$ cat config.mk
export PLATFORM = sky130hd
export DESIGN_NAME = source_route_match_table
export DESIGN_NICKNAME = d
export VERILOG_FILES = /design/src/rtl/core/srmt_pkg.sv /design/src/rtl/core/srmt_key_store.sv /design/src/rtl/core/srmt_ctrl.sv /design/src/rtl/core/source_route_match_table.sv
export SDC_FILE = /design/constraint.sdc
export NUM_CORES = 2
export LEC_CHECK = 0
export BUFFER_PORTS_ARGS = -buffer_cell sky130_fd_sc_hd__clkbuf_2
export CAP_MARGIN = 20
export CORE_MARGIN = 2
export CORE_UTILIZATION = 59
export CTS_CLUSTER_SIZE = 20
export DETAILED_ROUTE_END_ITERATION = 8
export GPL_TIMING_DRIVEN = 0
export PLACE_DENSITY = 0.76
export REMOVE_ABC_BUFFERS = 1
export SKIP_CTS_REPAIR_TIMING = 1
export SLEW_MARGIN = 10
export SYNTH_ARGS = -nofsm -noshare
export SYNTH_HDL_FRONTEND = slang
export SYNTH_SLANG_ARGS = --single-unit
$ cat constraint.sdc
create_clock -name clk -period 9.1 [get_ports clk]
set_clock_uncertainty 0.1 [all_clocks]
set_input_delay 1.82 -clock clk [delete_from_list [all_inputs] [get_ports clk]]
set_output_delay 1.82 -clock clk [all_outputs]
set_load 0.01 [all_outputs]
$ cat src/rtl/core/srmt_pkg.sv
// Shared constants, command codes, states and store request type for the route match table.
package srmt_pkg;

  localparam int NUM_PIPES = 64;
  localparam int PIPE_W    = (NUM_PIPES > 1) ? $clog2(NUM_PIPES) : 1;
  localparam int SID_W     = 16;
  localparam int CH_W      = 8;
  localparam int KEY_W     = SID_W + CH_W;
  localparam int CMD_W     = 3;
  localparam int IDX_W     = 8;
  localparam int MASK_W    = 64;
  localparam int INST_W    = 6;

  typedef enum logic [CMD_W-1:0] {
    CMD_LOOKUP   = 3'd0,
    CMD_SET      = 3'd1,
    CMD_CLR_PIPE = 3'd2,
    CMD_CLR_SRC  = 3'd3,
    CMD_CLR_ALL  = 3'd4,
    CMD_INSTALL  = 3'd5
  } cmd_t;

  typedef enum logic [2:0] {
    ST_IDLE,
    ST_EXEC,
    ST_SCAN,
    ST_DRAIN,
    ST_FINISH,
    ST_RESP
  } state_t;

  typedef struct packed {
    logic              wr_en;
    logic [PIPE_W-1:0] wr_addr;
    logic [KEY_W-1:0]  wr_data;
    logic              rd_en;
    logic [PIPE_W-1:0] rd_addr;
    logic              clr_en;
    logic [PIPE_W-1:0] clr_addr;
    logic              clr_all;
  } ks_req_t;

endpackage

$ cat src/rtl/core/srmt_key_store.sv
// Route key memory with per-entry valid bits; an invalid entry reads as an empty key.
module srmt_key_store (
  input  logic                      clk,
  input  logic                      rst_n,
  input  srmt_pkg::ks_req_t         req,
  output logic [srmt_pkg::KEY_W-1:0] rd_key
);

  logic [srmt_pkg::KEY_W-1:0]   mem [srmt_pkg::NUM_PIPES];
  logic [srmt_pkg::NUM_PIPES-1:0] valid_r;
  logic [srmt_pkg::KEY_W-1:0]   rd_data_r;
  logic                         rd_valid_r;

  always_ff @(posedge clk) begin
    if (req.wr_en) begin
      mem[req.wr_addr] <= req.wr_data;
    end
    if (req.rd_en) begin
      rd_data_r <= mem[req.rd_addr];
    end
  end

  always_ff @(posedge clk) begin
    if (!rst_n) begin
      valid_r    <= '0;
      rd_valid_r <= 1'b0;
    end else begin
      if (req.rd_en) begin
        rd_valid_r <= valid_r[req.rd_addr];
      end
      if (req.clr_all) begin
        valid_r <= '0;
      end else begin
        if (req.wr_en) begin
          valid_r[req.wr_addr] <= 1'b1;
        end
        if (req.clr_en) begin
          valid_r[req.clr_addr] <= 1'b0;
        end
      end
    end
  end

  assign rd_key = rd_valid_r ? rd_data_r : '0;

endmodule

$ cat src/rtl/core/srmt_ctrl.sv
// Command sequencer: table scan, pipe enables and result registers.
module srmt_ctrl (
  input  logic                         clk,
  input  logic                         rst_n,
  input  logic                         start,
  output logic                         busy,
  input  logic [srmt_pkg::CMD_W-1:0]   in_cmd,
  input  logic [srmt_pkg::IDX_W-1:0]   in_pipe_index,
  input  logic [srmt_pkg::SID_W-1:0]   in_source_id,
  input  logic [srmt_pkg::CH_W-1:0]    in_source_channel,
  output srmt_pkg::ks_req_t            ks_req,
  input  logic [srmt_pkg::KEY_W-1:0]   rd_key,
  output logic                         out_valid,
  output logic [srmt_pkg::MASK_W-1:0]  out_match_mask,
  output logic [srmt_pkg::MASK_W-1:0]  out_free_map,
  output logic [srmt_pkg::INST_W-1:0]  out_install_index,
  output logic                         out_install_ok,
  output logic                         out_rejected
);

  srmt_pkg::state_t state_r, state_nxt;

  logic [srmt_pkg::CMD_W-1:0]     cmd_r, cmd_nxt;
  logic [srmt_pkg::IDX_W-1:0]     idx_r, idx_nxt;
  logic [srmt_pkg::KEY_W-1:0]     key_r, key_nxt;
  logic [srmt_pkg::PIPE_W-1:0]    scan_cnt_r, scan_cnt_nxt;
  logic                           cmp_vld_r, cmp_vld_nxt;
  logic [srmt_pkg::PIPE_W-1:0]    cmp_idx_r, cmp_idx_nxt;
  logic [srmt_pkg::NUM_PIPES-1:0] match_r, match_nxt;
  logic                           found_r, found_nxt;
  logic [srmt_pkg::PIPE_W-1:0]    found_idx_r, found_idx_nxt;
  logic                           rej_r, rej_nxt;
  logic [srmt_pkg::NUM_PIPES-1:0] enable_r, enable_nxt;

  logic accept;
  logic sid_zero;
  logic idx_bad;
  logic scan_last;
  logic key_hit;

  assign busy      = !(state_r == srmt_pkg::ST_IDLE || state_r == srmt_pkg::ST_RESP);
  assign accept    = start && !busy;
  assign sid_zero  = (key_r[srmt_pkg::SID_W-1:0] == '0);
  assign idx_bad   = (idx_r >= srmt_pkg::IDX_W'(srmt_pkg::NUM_PIPES));
  assign scan_last = (scan_cnt_r == srmt_pkg::PIPE_W'(srmt_pkg::NUM_PIPES - 1));
  assign key_hit   = cmp_vld_r && (rd_key == key_r) && (key_r != '0);

  always_comb begin
    state_nxt = state_r;
    case (state_r)
      srmt_pkg::ST_IDLE: begin
        if (accept) state_nxt = srmt_pkg::ST_EXEC;
      end
      srmt_pkg::ST_EXEC: begin
        case (cmd_r)
          srmt_pkg::CMD_LOOKUP,
          srmt_pkg::CMD_INSTALL: state_nxt = srmt_pkg::ST_SCAN;
          srmt_pkg::CMD_CLR_SRC: state_nxt = sid_zero ? srmt_pkg::ST_RESP : srmt_pkg::ST_SCAN;
          default:               state_nxt = srmt_pkg::ST_RESP;
        endcase
      end
      srmt_pkg::ST_SCAN: begin
        if (scan_last) state_nxt = srmt_pkg::ST_DRAIN;
      end
      srmt_pkg::ST_DRAIN:  state_nxt = srmt_pkg::ST_FINISH;
      srmt_pkg::ST_FINISH: state_nxt = srmt_pkg::ST_RESP;
      srmt_pkg::ST_RESP: begin
        state_nxt = accept ? srmt_pkg::ST_EXEC : srmt_pkg::ST_IDLE;
      end
      default: state_nxt = srmt_pkg::ST_IDLE;
    endcase
  end

  always_comb begin
    ks_req    = '0;
    out_valid = (state_r == srmt_pkg::ST_RESP);
    case (state_r)
      srmt_pkg::ST_EXEC: begin
        case (cmd_r)
          srmt_pkg::CMD_SET: begin
            ks_req.wr_en   = !idx_bad && !sid_zero;
            ks_req.wr_addr = idx_r[srmt_pkg::PIPE_W-1:0];
            ks_req.wr_data = key_r;
          end
          srmt_pkg::CMD_CLR_PIPE: begin
            ks_req.clr_en   = !idx_bad;
            ks_req.clr_addr = idx_r[srmt_pkg::PIPE_W-1:0];
          end
          srmt_pkg::CMD_CLR_ALL: ks_req.clr_all = 1'b1;
          default: ;
        endcase
      end
      srmt_pkg::ST_SCAN, srmt_pkg::ST_DRAIN: begin
        ks_req.rd_en    = (state_r == srmt_pkg::ST_SCAN);
        ks_req.rd_addr  = scan_cnt_r;
        ks_req.clr_en   = (cmd_r == srmt_pkg::CMD_CLR_SRC) && key_hit;
        ks_req.clr_addr = cmp_idx_r;
      end
      srmt_pkg::ST_FINISH: begin
        ks_req.clr_en   = (cmd_r == srmt_pkg::CMD_INSTALL) && found_r;
        ks_req.clr_addr = found_idx_r;
      end
      default: ;
    endcase
  end

  always_comb begin
    cmd_nxt       = cmd_r;
    idx_nxt       = idx_r;
    key_nxt       = key_r;
    scan_cnt_nxt  = scan_cnt_r;
    cmp_vld_nxt   = (state_r == srmt_pkg::ST_SCAN);
    cmp_idx_nxt   = scan_cnt_r;
    match_nxt     = match_r;
    found_nxt     = found_r;
    found_idx_nxt = found_idx_r;
    rej_nxt       = rej_r;
    enable_nxt    = enable_r;

    if (accept) begin
      cmd_nxt       = in_cmd;
      idx_nxt       = in_pipe_index;
      key_nxt       = {in_source_channel, in_source_id};
      scan_cnt_nxt  = '0;
      match_nxt     = '0;
      found_nxt     = 1'b0;
      found_idx_nxt = '0;
      rej_nxt       = 1'b0;
    end

    case (state_r)
      srmt_pkg::ST_EXEC: begin
        case (cmd_r)
          srmt_pkg::CMD_SET:      rej_nxt = idx_bad || sid_zero;
          srmt_pkg::CMD_CLR_PIPE: rej_nxt = idx_bad;
          srmt_pkg::CMD_CLR_SRC:  rej_nxt = sid_zero;
          default: ;
        endcase
      end
      srmt_pkg::ST_SCAN: begin
        scan_cnt_nxt = scan_cnt_r + 1'b1;
      end
      srmt_pkg::ST_FINISH: begin
        if (cmd_r == srmt_pkg::CMD_INSTALL && found_r) begin
          enable_nxt[found_idx_r] = 1'b1;
        end
      end
      default: ;
    endcase

    if (cmp_vld_r) begin
      if (cmd_r == srmt_pkg::CMD_LOOKUP && key_hit && enable_r[cmp_idx_r]) begin
        match_nxt[cmp_idx_r] = 1'b1;
      end
      if (cmd_r == srmt_pkg::CMD_INSTALL && !found_r && !enable_r[cmp_idx_r]) begin
        found_nxt     = 1'b1;
        found_idx_nxt = cmp_idx_r;
      end
    end
  end

  always_ff @(posedge clk) begin
    if (!rst_n) begin
      state_r     <= srmt_pkg::ST_IDLE;
      cmp_vld_r   <= 1'b0;
      enable_r    <= '0;
      scan_cnt_r  <= '0;
      found_r     <= 1'b0;
      found_idx_r <= '0;
      rej_r       <= 1'b0;
      match_r     <= '0;
    end else begin
      state_r     <= state_nxt;
      cmp_vld_r   <= cmp_vld_nxt;
      enable_r    <= enable_nxt;
      scan_cnt_r  <= scan_cnt_nxt;
      found_r     <= found_nxt;
      found_idx_r <= found_idx_nxt;
      rej_r       <= rej_nxt;
      match_r     <= match_nxt;
    end
  end

  always_ff @(posedge clk) begin
    cmd_r     <= cmd_nxt;
    idx_r     <= idx_nxt;
    key_r     <= key_nxt;
    cmp_idx_r <= cmp_idx_nxt;
  end

  assign out_match_mask    = srmt_pkg::MASK_W'(match_r);
  assign out_free_map      = srmt_pkg::MASK_W'(~enable_r);
  assign out_install_index = srmt_pkg::INST_W'(found_idx_r);
  assign out_install_ok    = found_r;
  assign out_rejected      = rej_r;

endmodule

$ cat src/rtl/core/source_route_match_table.sv
// Top level of the source route match table.
// Lookup, install and clear by a nonzero source pass through scan, drain and finish after execute,
// one key memory read per pipe; other commands go from execute straight to the result strobe.
// A new transaction is not accepted while busy, but is accepted in the cycle its predecessor's
// result is shown; the receiver cannot stall the one-cycle result.
// Reset: route keys read as empty and all pipes are disabled at once; no clearing pass.
module source_route_match_table (
  input  logic                         clk,
  input  logic                         rst_n,
  input  logic                         start,
  output logic                         busy,
  input  logic [srmt_pkg::CMD_W-1:0]   in_cmd,
  input  logic [srmt_pkg::IDX_W-1:0]   in_pipe_index,
  input  logic [srmt_pkg::SID_W-1:0]   in_source_id,
  input  logic [srmt_pkg::CH_W-1:0]    in_source_channel,
  output logic                         out_valid,
  output logic [srmt_pkg::MASK_W-1:0]  out_match_mask,
  output logic [srmt_pkg::MASK_W-1:0]  out_free_map,
  output logic [srmt_pkg::INST_W-1:0]  out_install_index,
  output logic                         out_install_ok,
  output logic                         out_rejected
);

  srmt_pkg::ks_req_t          ks_req;
  logic [srmt_pkg::KEY_W-1:0] rd_key;

  srmt_key_store u_key_store (
    .clk    (clk),
    .rst_n  (rst_n),
    .req    (ks_req),
    .rd_key (rd_key)
  );

  srmt_ctrl u_ctrl (
    .clk               (clk),
    .rst_n             (rst_n),
    .start             (start),
    .busy              (busy),
    .in_cmd            (in_cmd),
    .in_pipe_index     (in_pipe_index),
    .in_source_id      (in_source_id),
    .in_source_channel (in_source_channel),
    .ks_req            (ks_req),
    .rd_key            (rd_key),
    .out_valid         (out_valid),
    .out_match_mask    (out_match_mask),
    .out_free_map      (out_free_map),
    .out_install_index (out_install_index),
    .out_install_ok    (out_install_ok),
    .out_rejected      (out_rejected)
  );

endmodule
==> results.txt <==
The sequential cells in the finished layout cover a total of 52,200 um^2. The tools report the worst slack at placement as 3.79 ns. Die area: 122,000 um^2. The all-layer global routing usage was 0.320; the total negative setup slack was 0 ns. Initial standard-cell utilization of the core: 0.595.

The fraction of synthesis flops using an asynchronous set or reset pin is 0. The via count of the first global-routing pass is 42,722, and the slew of the pin with the lowest slew margin is 1.19 ns. At the end of routability-driven placement, the weighted congestion stood at 0.945. The yosys synthesis warning count came out at 0. Row generation in the floorplan step produced 126 rows. Counting the buffers created by CTS gives 172.

The kind of start point of the critical path was a flip-flop. Fill cells in the final layout number 7,247. Final max-slew violation count: 0.

For this run, the top clock speed supported by timing is 208 MHz. The placed instances occupy a cell area of 75,800 um^2. For the first-pass GRT wire length, the log shows 283,000 um. TritonCTS built the clock tree. After the last flow step, the layout net total stands at 4,827. The clock slew at the register clock pins of the worst setup and hold paths was 0.06 ns.

The layout-stage area growth over the synthesis result came out at 15.8%. The boundary pin count was 176. Data on the critical path arrives at its endpoint at 5.43 ns. The H-tree generated during clock tree synthesis spans 4 levels. From left edge to right edge, the die measures 349 um. The family with the most delay on the worst path is simple AND/OR/NAND/NOR gates. For this run the aggregate overflow at the end of global routing stands at 0. Synthesis handed over a netlist of 4,568 instances. In this run the worst hold path is classified as flip-flop to flip-flop. The run gives 4.29 ns as the post-layout worst setup margin. The area fraction of the dominant cell type after synthesis was 0.681. The most numerous cell type found on the critical path is nor2_4. The flow ran to the end, and the final reports show no timing, DRC or antenna violations. Number of antenna violations at the first check in global routing: 17. The smallest clock period supported by the final layout is computed as 4.81 ns.

The critical path in this run is classified as flip-flop to flip-flop. The first detailed-routing pass took 7 iterations. Entering global routing, the biggest net connects 93 pins. The share of the clock period used by the worst path after layout was 0.528; the total core area was 118,000 um^2.

The average size of a mapped cell was 15.4 um^2. The commonest register cell after synthesis is edfxtp_1. Measured along the y axis, the die boundary spans 349 um.

No sink is reached through more buffers than the 3 on the longest clock path. The biggest fanout along the worst timing path is 36. The final wirelength is 195,000 um, and the total standard cell area after synthesis is 70,300 um^2.

The tightest hold path in the finished design has a slack of 0.350 ns. Of all cell types, the one taking the most synthesized area is edfxtp_1. The highest cell delay on the worst timing path is 0.83 ns. The required time of the critical path was 9.72 ns; the final number of hold-violating endpoints was 0. The critical path capture point type is a flip-flop.

For the post-route DRC violation count, the log shows 0. The run gives 0.743 as the sequential element share of the synthesized area. The proportion of layout cells with a drive suffix above 1 works out to 0.189. After legalization and detailed placement, the total HPWL measured 119,000 um. Sorting the synthesized cells by area gives the leading types as edfxtp_1 68%, mux4_2 6.5%, dfxtp_1 6.2%. The number of register bits inferred by synthesis was 1,812; the total number of vias was 44,144.

Port buffering added 175 buffers. The ratio of routed vias to standard cells is 6.82. The tools report the root cell of the clock tree as clkbuf_16. Count of clock tree sinks: 1,812. After the first detailed-routing iteration, the DRC count stood at 7,041. The multi-input combinational cell area is 17,200 um^2.

Counting flops with a built-in enable in the synthesized netlist gives 1,595. Traced cell by cell, the critical path runs through or4b_1 -> nor2_4 -> o2111a_1 -> nand3_1 -> nor2_4 -> buf_16 -> o21ai_0 -> a31oi_1. The relative slew slack came out at 0.208. The tools report the leakage power as 28.4 nW. With fillers left out, the area of the finished cells amounts to 81,400 um^2. The number of different library cells used by synthesis comes to 73.

Setup repair after global routing left no endpoint under its margin. The final count of negative-setup-slack endpoints was 0; the ratio of total power to cell area was 206 nW/um^2. The antenna violation net count after detailed routing was 0; the number of buffers and inverters on the critical path was 1.

The clock insertion delay at the later pin of the skew report came out at 0.81 ns. Among all stages on the critical path, the largest delay is contributed by nand3_1. The tool flagged a number of max-cap violations equal to 0.

IR analysis of the VDD net gives a maximum drop of 0.000150 V. After detailed routing, the average wire length per cell comes to 30.2 um.
## power breakdown
group / internal (W) / total, W / switching, W / leakage (nW)
clock: 0.00387 / 0.00701 / 0.00314 / 2.70
sequential: 0.00906 / 0.00915 / 0.0000889 / 18.5
combinational: 0.000178 / 0.000595 / 0.000417 / 7.22
total: 0.0131 / 0.0168 / 0.00364 / 28.4
## final timing paths
kind                                                start  slack, ns                   endpoint  depth (start not counted)
worst max-delay path                      u_ctrl.cmd_r[2]       4.29     u_key_store.valid_r[9]                          8
worst min-delay path            u_ctrl.out_match_mask[54]       0.35  u_ctrl.out_match_mask[54]                          2
worst min register to register  u_ctrl.out_match_mask[54]       0.35  u_ctrl.out_match_mask[54]                          2
worst max register to register            u_ctrl.cmd_r[2]       4.29     u_key_store.valid_r[9]                          8
## cells in the mapped netlist (34+ instances only)
cell type	n
o211ai_1	77
mux2i_1	94
and2_1	36
buf_2	48
nand3_1	147
o22ai_1	129
nor3_1	44
nand2_1	501
inv_1	76
nor2b_1	34
o21ai_0	369
a31oi_1	109
a21oi_1	157
clkbuf_1	215
dfxtp_1	217
and3_1	54
edfxtp_1	1595
mux4_2	204
nor2_1	174
## sequential cells by signal (all words and copies together) (netlist names), 6 cells and up
name,count
u_key_store.valid_r,64
u_ctrl.key_r,24
u_ctrl.cmp_idx_r,6
u_ctrl.out_match_mask,64
u_ctrl.cmp_idx_nxt,6
u_key_store.rd_data_r,24
u_ctrl.enable_r,64
u_key_store.mem,1536
u_ctrl.out_install_index,6
u_ctrl.idx_r,8
## worst min-delay path, stage by stage, from the launching register on
cell and delay, ns:
dfxtp_1 0.31, nand2_1 0.05, o21ai_1 0.05
## area by class of cell
class | count | area share
Clock inverter | 97 | 0.0109
Clock buffer | 226 | 0.0570
Antenna cell | 3 | 0.0000922
Sequential cell | 1812 | 0.642
Timing Repair Buffer | 336 | 0.0515
Tap cell | 1536 | 0.0236
Multi-Input combinational cell | 2388 | 0.211
Inverter | 78 | 0.00369
## layer usage
metal | up-vias | global-route usage | part of all wire
met3 | 605 | 0.0715 | 0.12
met5 | - | 0 | 0.00070
met4 | 20 | 0.170 | 0.061
met2 | 3446 | 0.491 | 0.46
met1 | 21843 | 0.434 | 0.36
li1 | 18230 | - | -
## cells in the final DEF (no fill, tap or decap), types with 31 or more instances in the layout
cell type | Yosys | final
nor2_1 | 174 | 107
o22ai_1 | 129 | 129
buf_16 | 0 | 55
o21ai_0 | 369 | 369
a21oi_1 | 157 | 157
nand2_1 | 501 | 496
nor2_4 | 0 | 67
clkbuf_16 | 0 | 174
clkbuf_2 | 0 | 175
mux2i_1 | 94 | 94
inv_1 | 76 | 74
a22oi_1 | 31 | 31
clkinv_2 | 0 | 40
clkbuf_1 | 215 | 43
o211ai_1 | 77 | 77
edfxtp_1 | 1595 | 1595
mux4_2 | 204 | 204
dfxtp_1 | 217 | 215
nand3_1 | 147 | 145
buf_12 | 0 | 64
nor2b_1 | 34 | 33
and3_1 | 54 | 54
nor3_1 | 44 | 41
a31oi_1 | 109 | 108
## metrics by stage
step	instances	util	power (W)
floorplan	4278	-	0.00962
global placement	5989	0.609	0.00984
detailed placement	6145	0.642	0.00988
CTS	6468	0.689	0.0168
global route	6473	0.689	0.0171
finish	6476	0.689	0.0168
## cell families (layout without fill, tap and decap cells)
logic type,count (synthesis),after routing,share of synthesized area
flops,1812,1812,0.743
other cells,0,3,0
simple gates,1111,1111,0.0732
fa+ha+maj,1,1,0.000178
buf+inv,368,737,0.0210
mux,300,300,0.0793
compound gates,969,969,0.0822
xor+xnor,7,7,0.000872
(Power assumes the default switching activity.)
